### src/rbs_pkg.sv
// rbs_pkg: shared types, widths and helpers for the redundant baseline stacker.
// Used by rbs_front, rbs_div, rbs_back and the top level; depends on nothing.
package rbs_pkg;

  localparam int SUM_W  = 48;   // complex sum width, signed Q32.16
  localparam int VAR_W  = 48;   // variance sum width, unsigned Q32.16
  localparam int DIV_NW = 80;   // divider numerator, left aligned
  localparam int DIV_DW = 48;   // divider divisor width
  localparam int DIV_QW = 48;   // kept quotient bits
  localparam int STEP_W = 7;    // divider step counter

  localparam logic [STEP_W-1:0] RECIP_STEPS  = 7'd33;
  localparam logic [STEP_W-1:0] MEAN_STEPS   = 7'd48;
  localparam logic [STEP_W-1:0] WEIGHT_STEPS = 7'd80;

  // Classified work for the back end
  typedef enum logic [1:0] {
    K_ACC = 2'd0,   // accumulate a good product
    K_RD  = 2'd1,   // read out and clear a stack
    K_RDZ = 2'd2    // read out of range: all-zero result
  } kind_t;

  typedef struct packed {
    kind_t              kind;
    logic [9:0]         stack_index;
    logic signed [31:0] vis_re;
    logic signed [31:0] vis_im;
    logic [31:0]        weight;
    logic               flip_conjugate;
  } entry_t;

  // Queue head as seen by the back end
  typedef struct packed {
    logic   valid;
    entry_t ent;
  } q_head_t;

  // Back end status towards the front end
  typedef struct packed {
    logic pop;
    logic clearing;
  } back_stat_t;

  // Saturate a rounded mean magnitude and apply its sign
  function automatic logic [31:0] sat_mean(input logic [DIV_QW-1:0] q, input logic neg);
    logic [DIV_QW-1:0] m;
    begin
      if (neg) begin
        m = (q > 48'h0000_8000_0000) ? 48'h0000_8000_0000 : q;
        sat_mean = 32'(-m);
      end else begin
        m = (q > 48'h0000_7FFF_FFFF) ? 48'h0000_7FFF_FFFF : q;
        sat_mean = m[31:0];
      end
    end
  endfunction

endpackage

### src/rbs_front.sv
// rbs_front: accepts beats, drops skipped products and queues work for the back end.
// Depends on rbs_pkg.
module rbs_front #(
  parameter int STACKS = 1024
) (
  input  logic                clk,
  input  logic                rst,
  input  logic                start,
  output logic                busy,
  input  logic                op,
  input  logic [9:0]          stack_index,
  input  logic signed [31:0]  vis_re,
  input  logic signed [31:0]  vis_im,
  input  logic [31:0]         weight,
  input  logic                input_a_good,
  input  logic                input_b_good,
  input  logic                flip_conjugate,
  output rbs_pkg::q_head_t    head,
  input  rbs_pkg::back_stat_t stat
);

  rbs_pkg::entry_t q_mem [2];
  logic            wr_ptr, rd_ptr;
  logic [1:0]      fill;
  logic            accept, in_range, skip, push;
  rbs_pkg::entry_t ent_in;

  // Classify the incoming beat
  always_comb begin
    in_range = 32'(stack_index) < 32'(STACKS);
    skip     = (op == 1'b0) &&
               (!in_range || weight == 32'd0 || !input_a_good || !input_b_good);
    ent_in.kind           = (op == 1'b0) ? rbs_pkg::K_ACC :
                            (in_range ? rbs_pkg::K_RD : rbs_pkg::K_RDZ);
    ent_in.stack_index    = stack_index;
    ent_in.vis_re         = vis_re;
    ent_in.vis_im         = vis_im;
    ent_in.weight         = weight;
    ent_in.flip_conjugate = flip_conjugate;
  end

  assign busy   = stat.clearing || (fill == 2'd2);
  assign accept = start && !busy;
  assign push   = accept && !skip;

  assign head.valid = (fill != 2'd0);
  assign head.ent   = q_mem[rd_ptr];

  // Two-entry queue
  always_ff @(posedge clk) begin
    if (rst) begin
      wr_ptr <= 1'b0;
      rd_ptr <= 1'b0;
      fill   <= 2'd0;
    end else begin
      if (push) begin
        q_mem[wr_ptr] <= ent_in;
        wr_ptr        <= ~wr_ptr;
      end
      if (stat.pop) begin
        rd_ptr <= ~rd_ptr;
      end
      fill <= fill + 2'(push) - 2'(stat.pop);
    end
  end

endmodule

### config.mk
export PLATFORM = sky130hd
export DESIGN_NAME = rbs_front
export DESIGN_NICKNAME = d
export VERILOG_FILES = /design/src/rbs_pkg.sv /design/src/rbs_front.sv
export SDC_FILE = /design/constraint.sdc
export NUM_CORES = 1
export LEC_CHECK = 0
export BUFFER_PORTS_ARGS = -buffer_cell sky130_fd_sc_hd__buf_2
export CORE_UTILIZATION = 47
export DETAILED_ROUTE_END_ITERATION = 10
export PLACE_DENSITY = 0.76
export SYNTH_ARGS = -nofsm -noshare
export SYNTH_HDL_FRONTEND = slang
export SYNTH_SLANG_ARGS = --single-unit
### constraint.sdc
create_clock -name clk -period 9.3 [get_ports clk]
set_clock_uncertainty 0.05 [all_clocks]
set_input_delay 0.465 -clock clk [delete_from_list [all_inputs] [get_ports clk]]
set_output_delay 0.465 -clock clk [all_outputs]
set_load 0.01 [all_outputs]
==> results of run 1 <==
[critical path, cell delays in order (launching register included)]
cell	delay, ns
sky130_fd_sc_hd__dfxtp_4	0.77
sky130_fd_sc_hd__buf_4	0.72
sky130_fd_sc_hd__mux2_2	0.43
sky130_fd_sc_hd__buf_2	0.14
[power groups by stage]
stage | combinational [mW] | clock, mW | sequential [mW]
final | 0.183 | 0.856 | 1.14
after global routing | 0.198 | 0.916 | 1.14
after CTS | 0.186 | 0.876 | 1.14
after detailed placement | 0.185 | 0 | 1.16
after global placement | 0.180 | 0 | 1.16
after floorplan | 0.109 | 0 | 1.15
[worst max-delay path by stage]
| stage | start | to | slack (ns) | cells after the start |
|---|---|---|---|---|
| final | register | head[103] | 6.14 | 3 |
| after global routing | register | head[103] | 5.97 | 3 |
| after CTS | register | head[103] | 6.06 | 3 |
| after detailed placement | weight[1] | fill[1] | 6.15 | 11 |
| after global placement | weight[1] | fill[1] | 6.23 | 11 |
| after floorplan | stat[0] | q_mem[1][0] | 2.39 | 3 |
[routing by layer]
layer | share of wire, % | GRT usage (%)
met1 | 40 | 20.3
met4 | 1.7 | 5.37
met5 | 0 | 0
met2 | 51 | 29.4
met3 | 7.7 | 4.46
[cell families after synthesis]
group	share of synthesized area [%]
xor gates and xnor gates	0.322
other	0.0459
muxes	15.0
AOI/OAI and AO/OA	0.521
DFF	80.6
and+or+nand+nor	2.25
adders and majority gates	0.306
buffers and inverters	0.873
[flip-flops by register name, summed over array words and instances (netlist names), named ones only]
signal,flops
fill,2
q_mem,216
rd_ptr,1
wr_ptr,1
[metrics by stage]
step / power (mW) / std cells / instance area [sq um] / hold WS (ns) / worst slack (ns)
2_1_floorplan: 1.26 / 381 / 8170 / 0.430 / 2.39
6_report: 2.18 / 858 / 10300 / 0.113 / 6.14
4_1_cts: 2.20 / 857 / 10300 / 0.0958 / 6.06
3_5_place_dp: 1.34 / 817 / 9560 / 0.460 / 6.15
3_3_place_gp: 1.34 / 817 / 9560 / 0.446 / 6.23
5_1_grt: 2.25 / 858 / 10300 / 0.0907 / 5.97
[synthesized netlist by cell type (2+ instances only)]
| cell type | number | area share, % |
|---|---|---|
| sky130_fd_sc_hd__a21oi_1 | 2 | 0.12 |
| sky130_fd_sc_hd__nor2_1 | 4 | 0.18 |
| sky130_fd_sc_hd__nor4b_1 | 2 | 0.21 |
| sky130_fd_sc_hd__nor4_2 | 4 | 0.61 |
| sky130_fd_sc_hd__mux2_2 | 109 | 15 |
| sky130_fd_sc_hd__buf_2 | 12 | 0.74 |
| sky130_fd_sc_hd__nor4_1 | 4 | 0.31 |
| sky130_fd_sc_hd__nand4_1 | 2 | 0.15 |
| sky130_fd_sc_hd__or2_2 | 2 | 0.15 |
| sky130_fd_sc_hd__ha_1 | 2 | 0.31 |
| sky130_fd_sc_hd__dfxtp_1 | 5 | 1.2 |
| sky130_fd_sc_hd__xnor2_1 | 2 | 0.21 |
| sky130_fd_sc_hd__edfxtp_1 | 216 | 79 |
| sky130_fd_sc_hd__nor2b_1 | 2 | 0.15 |
[cell type report]
| cell class | instances | area share [%] |
|---|---|---|
| Tap cell | 220 | 2.68 |
| Timing Repair Buffer | 229 | 11.3 |
| Antenna cell | 1 | 0.0244 |
| Multi-Input combinational cell | 146 | 14.9 |
| Sequential cell | 221 | 64.2 |
| Clock inverter | 12 | 1.10 |
| Clock buffer | 28 | 5.79 |
| Inverter | 1 | 0.0366 |
==> results.py, run 1 <==
metrics = {
    "run_status": {
        "result_of_the_run": "finished clean",
    },
    "pwr": {
        "pwr-share-comb_pct": 8.4,
        "switching_share_pct": 20.9,
        "cell_internal_pwr_mw": 1.72,
        "worst_ir_drop_vdd_uv": 112,
        "net-switching-power_mw": 0.454,
        "power.share.sequential_pct": 52.2,
        "share_of_total_power_in_the_clock_network_pct": 39.4,
        "pwr_density_cell_nw_per_um2": 212,
        "power.leakage_nw": 3.74,
    },
    "setup_path": {
        "cp-start-kind": "register",
        "setup.reg_to_reg.worst_slack_ns": 6.47,
        "worstPathArrival_ns": 2.64,
        "end_kind": "output pin",
        "timing.rr.start": "fill[1]",
        "crit_path_max_fanout": 60,
        "worst-endpoint-required_ns": 8.79,
        "timing.setup.critical_path_class": "register to output pin",
        "worst-r2r-cell-count": 5,
        "timing.rr.end": "q_mem[0][92]",
    },
    "job": {
        "max-cap-violations": 0,
    },
    "synth": {
        "synth_enable_flop_cells": 216,
        "synth-async-reset-ratio_pct": 0,
        "yosys_warnings": 0,
        "synth.ff_latch_count": 221,
        "dominantRegCellSynth": "sky130_fd_sc_hd__edfxtp_1",
        "syn-cell-area_sq_um": 8170,
        "synth.lib_cells_used.distinct": 27,
        "syn_avg_cell_area_sq_um": 21.4,
        "netlist_instances": 381,
        "postSynthNetCount": 498,
        "synth_sequential_area_ratio_pct": 80.6,
    },
    "global_route": {
        "grt_antenna_before_repair": 1,
        "grt_pass1_vias": 4551,
        "overflow": 0,
        "grt_max_degree": 65,
        "gr-usage-all-layers_pct": 16.9,
        "grt_first_pass_wirelength_um": 23500,
    },
    "hold_path": {
        "hold_depth": 1,
        "hold_class": "input pin to register",
        "hold_path.startpoint": "vis_im[29]",
        "whs_endpoint": "q_mem[1][62]",
    },
    "clocking": {
        "worst_skew_pair.late_latency_ns": 0.49,
        "ctsRootBufferMaster": "sky130_fd_sc_hd__clkbuf_16",
        "clock_tree.buffer_depth": 3,
        "clock_tree_from_tritoncts": "built",
        "cts_hold_repair.buffers": 0,
        "postCtsSetupRepairBufs": 0,
        "cts-buffers-inserted": 22,
        "post_cts.resized_instances": 0,
        "h_tree_levels": 1,
        "sinks_on_clock_net": 221,
        "clkSlewWorstSetupHoldPaths_ns": 0.06,
    },
    "final_layout": {
        "syn_to_final_growth_pct": 25.7,
        "share_of_layout_cells_above_drive_strength_1_pct": 60.0,
        "multi_input_gate_area_sq_um": 1530,
        "finalCoreUtilization_pct": 61.3,
        "fin_nets": 738,
        "filler_cell_count": 1224,
        "commonest_non_fill_non_tap_cell_in_the_layout": "sky130_fd_sc_hd__buf_2",
        "reg_area_sq_um": 6590,
        "layout_common_cells": "224 x sky130_fd_sc_hd__buf_2, 216 x sky130_fd_sc_hd__edfxtp_1, 109 x sky130_fd_sc_hd__mux2_2",
    },
    "timing": {
        "fin_tns_setup_ns": 0,
        "slew-limit-headroom_pct": 42.8,
        "final_max_slew_viol_count": 0,
        "worst_max_slew_pin_slew_ns": 0.859,
        "fin_crit_ns": 3.16,
        "maxClockFrequency_mhz": 317,
        "hold_violations": 0,
        "setup_viol": 0,
        "grt_setup_unrepaired": "false",
        "min_period_over_period_pct": 34.0,
    },
    "placement": {
        "estimated_wirelength_of_the_detail_placed_design_um": 9920,
        "port_buffers": 224,
        "routabilityCongestion": 0.715,
    },
    "routing": {
        "wl_per_cell_um": 17.9,
        "detailedRoute.firstIterationViolations": 206,
        "avgViaCountPerCell": 5.04,
        "drc": 0,
        "vias": 4322,
        "antenna_left": 0,
        "drt_pre_antenna_iters": 5,
        "route.final.wire_length_um": 15300,
    },
    "floorplan": {
        "std_cell_rows": 47,
        "placeableCoreArea_sq_um": 16800,
        "io_pins": 226,
        "die-height_um": 134,
        "die_area_sq_um": 17900,
        "starting_density_of_the_core_pct": 48.7,
        "die_w_um": 134,
    },
}
Note: power is estimated with default switching activity, not from simulation.
==> run 2: changes to the inputs <==
Settings changed: ABC_AREA set to 1.
Clock period 9.3 ns to 2.7 ns, I/O delays scaled along.
==> run 2 against run 1 <==
Against the previous run:
- via count increased by 13%
- final area grew 12%
- hold slack worse by 0.066 ns
- synthesized area grew 0.98%
- routed wire length rose by 11%
- sequential power rose to 3.4 times the previous value
- critical endpoint is now head[51]
==> results.py, run 2 <==
metrics = {
    "synth": {
        "synth_sequential_area_ratio_pct": 79.9,
        "synth.ff_latch_count": 221,
        "synth.lib_cells_used.distinct": 19,
        "syn-cell-area_sq_um": 8250,
        "postSynthNetCount": 522,
        "syn_avg_cell_area_sq_um": 20.4,
        "synth-async-reset-ratio_pct": 0,
        "synth_enable_flop_cells": 216,
        "synth.top_cells.by_count": "216 x sky130_fd_sc_hd__edfxtp_1, 88 x sky130_fd_sc_hd__mux2_2, 28 x sky130_fd_sc_hd__nor2_1",
        "netlist_instances": 405,
        "synth.largest_area_cell": "sky130_fd_sc_hd__edfxtp_1",
        "dominantRegCellSynth": "sky130_fd_sc_hd__edfxtp_1",
        "synthTopCellsByArea": "sky130_fd_sc_hd__edfxtp_1 79%, sky130_fd_sc_hd__mux2_2 12%, sky130_fd_sc_hd__mux2_4 3.6%, sky130_fd_sc_hd__nor2_1 1.3%, sky130_fd_sc_hd__dfxtp_1 1.2%",
        "yosys_warnings": 0,
        "yosys.cell_count.top_type": "sky130_fd_sc_hd__edfxtp_1",
        "synth_largest_type_area_fraction_pct": 78.7,
    },
    "routing": {
        "detailedRoute.firstIterationViolations": 257,
        "antenna_left": 0,
        "vias": 4892,
        "wl_per_cell_um": 17.0,
        "avgViaCountPerCell": 4.90,
        "route.final.wire_length_um": 17000,
        "drt_pre_antenna_iters": 5,
        "drc": 0,
    },
    "timing": {
        "final_max_slew_viol_count": 0,
        "pnr_worst_setup_slack_ns": 0.451,
        "worst_max_slew_pin_slew_ns": 0.725,
        "slew-limit-headroom_pct": 51.6,
        "fin_crit_ns": 2.25,
        "maxClockFrequency_mhz": 445,
        "grt_setup_unrepaired": "false",
        "setup_viol": 0,
        "hold_violations": 0,
        "min_period_over_period_pct": 83.3,
    },
    "global_route": {
        "grt.met2_usage_pct": 34.3,
        "use_met3_pct": 3.98,
        "grt_first_pass_wirelength_um": 25400,
        "gr-usage-all-layers_pct": 18.3,
        "use_met1_pct": 20.7,
        "overflow": 0,
        "busiest_layer": "met2",
        "grt_pass1_vias": 5121,
        "grt_antenna_before_repair": 0,
        "grt_max_degree": 56,
    },
    "floorplan": {
        "io_pins": 226,
        "die_area_sq_um": 18100,
        "die_w_um": 134,
        "die-height_um": 134,
        "starting_density_of_the_core_pct": 47.8,
        "std_cell_rows": 48,
        "placeableCoreArea_sq_um": 17200,
    },
    "setup_path": {
        "end_kind": "output pin",
        "worst-endpoint-required_ns": 2.52,
        "cp-start-kind": "register",
        "timing.setup.critical_path_class": "register to output pin",
        "setup.reg_to_reg.worst_slack_ns": 0.68,
        "crit_path_max_fanout": 55,
        "worstPathArrival_ns": 2.06,
        "worst-r2r-cell-count": 5,
    },
    "pwr": {
        "power.leakage_nw": 4.36,
        "pwr_density_cell_nw_per_um2": 657,
        "power_mw": 7.55,
        "share_of_total_power_in_the_clock_network_pct": 38.8,
        "pwr-share-comb_pct": 9.9,
        "power.share.sequential_pct": 51.3,
        "cell_internal_pwr_mw": 5.97,
        "switching_share_pct": 21.0,
        "net-switching-power_mw": 1.58,
        "worst_ir_drop_vdd_uv": 528,
    },
    "final_layout": {
        "fin_nets": 876,
        "share_of_layout_cells_above_drive_strength_1_pct": 49.1,
        "n_antenna_cell": 0,
        "commonest_non_fill_non_tap_cell_in_the_layout": "sky130_fd_sc_hd__buf_2",
        "reg_top3": "q_mem (216), fill (2)",
        "register_name_with_the_most_flops": "q_mem",
        "syn_to_final_growth_pct": 39.5,
        "stdcell_count": 999,
        "layout_common_cells": "224 x sky130_fd_sc_hd__buf_2, 216 x sky130_fd_sc_hd__edfxtp_1, 111 x sky130_fd_sc_hd__dlygate4sd3_1",
        "finalCoreUtilization_pct": 66.7,
        "largest_reg_flops": 216,
    },
    "clocking": {
        "worst_skew_pair.late_latency_ns": 0.49,
        "clock_tree_from_tritoncts": "built",
        "clkSlewWorstSetupHoldPaths_ns": 0.06,
        "clock_tree.buffer_depth": 3,
        "cts-buffers-inserted": 23,
        "postCtsSetupRepairBufs": 0,
        "sinks_on_clock_net": 221,
        "ctsRootBufferMaster": "sky130_fd_sc_hd__clkbuf_16",
        "h_tree_levels": 1,
    },
    "hold_path": {
        "hold_class": "input pin to register",
        "hold_depth": 5,
    },
    "placement": {
        "place.detailed.instances": 848,
        "dp_slack_ns": 0.574,
        "routabilityCongestion": 0.777,
        "estimated_wirelength_of_the_detail_placed_design_um": 10300,
        "port_buffers": 224,
    },
    "job": {
        "max-cap-violations": 0,
    },
    "run_status": {
        "result_of_the_run": "finished clean",
    },
}
[run 2: changes by cell type after synthesis, sizes merged, moves of 2 or more]
| cell | before | now |
|---|---|---|
| nand2 | 1 | 16 |
| nor2b | 2 | 0 |
| nor4b | 2 | 0 |
| o211ai | 2 | 0 |
| nor4 | 8 | 0 |
| a21oi | 2 | 0 |
| nand4 | 2 | 0 |
| nor2 | 4 | 28 |
| inv | 1 | 9 |
[run 2: metal layers]
layer,up-vias,wire [um]
met2,182,9090
met4,0,351
li1,2261,-
met3,36,1010
met1,2413,6520
met5,-,0
[run 2: power groups by stage]
stage	clock (mW)	combinational, mW	sequential (mW)
2_1_floorplan	0	0.366	3.93
3_3_place_gp	0	0.601	3.94
3_5_place_dp	0	0.620	3.95
4_1_cts	2.99	0.751	3.87
5_1_grt	3.13	0.801	3.88
6_report	2.93	0.749	3.87
[run 2: cell type report]
cell class | instances | area (sq um)
clock buffers | 30 | 622
fillers | 1157 | 5740
multi-input cells | 162 | 1550
repair buffers | 342 | 2330
well taps | 225 | 282
clock inverters | 10 | 81.3
inverters | 9 | 37.5
flip-flops and latches | 221 | 6590
[run 2: worst paths after layout]
check,start,end
worst max-delay path,register,head[51]
worst min-delay path,start,wr_ptr
worst min register to register,rd_ptr,rd_ptr
worst max register to register,fill[0],q_mem[0][103]
[run 2: repair_timing]
action,CTS,global route
hold buffers,111,0
resized for setup,0,0
hold endpoints to repair,221,0
[run 2: logic make-up after synthesis]
logic type	after synthesis	share of synthesized area, %
AOI/OAI and AO/OA	2	0.152
muxes	108	15.7
adders and majority gates	2	0.303
other	1	0.0455
xor gates and xnor gates	2	0.212
buffers and inverters	22	1.53
and+or+nand+nor	47	2.23
DFF	221	79.9
[run 2: stage by stage]
step           hold WS [ns]  TNS [ns]  cell area (sq um)
2_1_floorplan         0.154    -16.85               8270
3_3_place_gp          0.273         0               9690
3_5_place_dp          0.276         0               9690
4_1_cts              0.0201         0              11500
5_1_grt              0.0562         0              11500
6_report             0.0476         0              11500
[run 2: critical path, stage by stage (launching register included)]
cell,delay (ns)
sky130_fd_sc_hd__dfxtp_4,0.61
sky130_fd_sc_hd__buf_12,0.36
sky130_fd_sc_hd__mux2_2,0.39
sky130_fd_sc_hd__buf_2,0.15
==> run 3: changes to the inputs <==
Clock period 2.7 ns to 1.8 ns, I/O delays scaled along.
==> run 3 against run 2 <==
Against the previous run:
- critical path depth increased by 1
- sequential power increased by 50%
- the flow now finishes with violations (negative setup slack)
- combinational power up 120%
- hold slack worse by 0.018 ns
- clock power grew 52%
- global-route usage up 0.33 points
- sequential share of layout area down 5.2 points
- count of clock-buffer cells in the layout fell by 4
- register-to-register slack got worse by 0.59 ns
- highest routed layer unchanged
- worst setup slack worse by 0.49 ns
- routed wire length increased by 15%
==> results.py, run 3 (synthesis results as in run 2) <==
metrics = {
    "timing": {
        "fin_tns_setup_ns": -0.844,
        "hold_violations": 0,
        "final_max_slew_viol_count": 0,
        "maxClockFrequency_mhz": 544,
        "setup_viol": 51,
        "min_period_over_period_pct": 102,
        "grt_setup_unrepaired": "true",
        "pnr_worst_setup_slack_ns": -0.0384,
        "fin_worst_hold_slack_ns": 0.0299,
        "fin_crit_ns": 1.84,
    },
    "global_route": {
        "grt_pass1_vias": 5252,
        "grt_antenna_before_repair": 2,
        "gr-usage-all-layers_pct": 18.6,
        "grt_max_degree": 45,
        "grt_first_pass_wirelength_um": 26000,
        "overflow": 0,
    },
    "final_layout": {
        "stdcell_count": 1026,
        "syn_to_final_growth_pct": 53.4,
        "reg_top3": "q_mem (216), fill (2)",
        "layout_common_cells": "216 x sky130_fd_sc_hd__edfxtp_1, 147 x sky130_fd_sc_hd__buf_2, 112 x sky130_fd_sc_hd__dlygate4sd3_1",
        "finalCoreUtilization_pct": 73.4,
        "commonest_non_fill_non_tap_cell_in_the_layout": "sky130_fd_sc_hd__edfxtp_1",
        "share_of_layout_cells_above_drive_strength_1_pct": 50.9,
        "largest_reg_flops": 216,
        "filler_cell_count": 988,
        "register_name_with_the_most_flops": "q_mem",
        "fin_nets": 903,
    },
    "routing": {
        "drc": 0,
        "antenna_left": 0,
        "detailedRoute.firstIterationViolations": 218,
        "wl_per_cell_um": 19.0,
        "route.final.wire_length_um": 19500,
        "vias": 5061,
        "drt_pre_antenna_iters": 4,
        "avgViaCountPerCell": 4.93,
    },
    "setup_path": {
        "cp-start-kind": "register",
        "end_kind": "output pin",
        "crit_path_max_fanout": 8,
        "worst-endpoint-required_ns": 1.66,
        "worstPathArrival_ns": 1.70,
        "timing.setup.critical_path_class": "register to output pin",
    },
    "pwr": {
        "pwr_density_cell_nw_per_um2": 938,
        "worst_ir_drop_vdd_uv": 813,
        "power.leakage_nw": 4.93,
    },
    "run_status": {
        "result_of_the_run": "finished, violations left",
        "failed_checks": "negative setup slack",
    },
    "placement": {
        "estimated_wirelength_of_the_detail_placed_design_um": 9800,
        "routabilityCongestion": 0.708,
        "port_buffers": 224,
        "place.detailed.instances": 859,
    },
    "floorplan": {
        "io_pins": 226,
        "die_area_sq_um": 18100,
        "die-height_um": 134,
        "starting_density_of_the_core_pct": 47.8,
        "std_cell_rows": 48,
        "die_w_um": 134,
        "placeableCoreArea_sq_um": 17200,
    },
    "clocking": {
        "sinks_on_clock_net": 221,
        "h_tree_levels": 1,
        "cts-buffers-inserted": 23,
        "clock_tree.buffer_depth": 3,
        "clkSlewWorstSetupHoldPaths_ns": 0.06,
        "clock_tree_from_tritoncts": "built",
        "ctsRootBufferMaster": "sky130_fd_sc_hd__clkbuf_16",
        "worst_skew_pair.late_latency_ns": 0.49,
    },
    "hold_path": {
        "hold_class": "input pin to register",
    },
    "job": {
        "max-cap-violations": 0,
    },
}
[run 3: path summary, 6_finish.rpt]
| kind | startpoint | to | slack (ns) | cells past startpoint |
|---|---|---|---|---|
| max | register | head[74] | -0.04 | 4 |
| min reg2reg | wr_ptr | wr_ptr | 0.49 | 4 |
| max reg2reg | fill[1] | fill[1] | 0.09 | 10 |
| min | stat[0] | wr_ptr | 0.03 | 5 |
[run 3: critical path, stage by stage (launching register included)]
cell and delay [ns]:
sky130_fd_sc_hd__dfxtp_4 0.40, sky130_fd_sc_hd__buf_12 0.16, sky130_fd_sc_hd__buf_12 0.15, sky130_fd_sc_hd__mux2_2 0.34
sky130_fd_sc_hd__buf_2 0.14
[run 3: layer usage]
layer  vias to the layer above  global-route usage [%]  wire (um)  share of wire [%]
met5                         -                       0          0                  0
met4                         0                    6.12        347                1.8
met2                       192                    34.0      10600                 54
met3                        31                    4.62       1170                6.0
li1                       2317                       -          -                  -
met1                      2521                    21.4       7400                 38
[run 3: area by class of cell]
class	instances	area, sq um	area share [%]
Clock buffer	26	587	4.64
Inverter	9	37.5	0.297
Sequential cell	221	6590	52.1
Antenna cell	1	2.50	0.0198
Timing Repair Buffer	369	3280	25.9
Tap cell	225	282	2.22
Multi-Input combinational cell	162	1750	13.9
Clock inverter	13	120	0.949
[run 3: stage by stage]
step	setup slack, ns	area [sq um]	total power, mW
2_1_floorplan	-0.984	8270	6.44
3_3_place_gp	-0.0391	9790	6.83
3_5_place_dp	-0.134	9790	6.86
4_1_cts	-0.0729	11800	11.5
5_1_grt	-0.0881	12700	12.2
6_report	-0.0384	12700	11.9
[run 3: where the power goes]
group	switching (mW)	total (mW)	leakage (nW)	internal [mW]
logic	0.647	1.62	2.60	0.972
registers	0.0377	5.79	1.99	5.75
clock network	1.84	4.46	0.344	2.62
total	2.52	11.9	4.93	9.35
[run 3: repair_timing]
item	in CTS	in global routing
hold buffers	112	0
gates resized for setup	27	123
endpoints found under the setup margin	88	239
buffers inserted	0	2
pin swaps	0	1
endpoints found under the hold margin	221	0
gates cloned	1	12
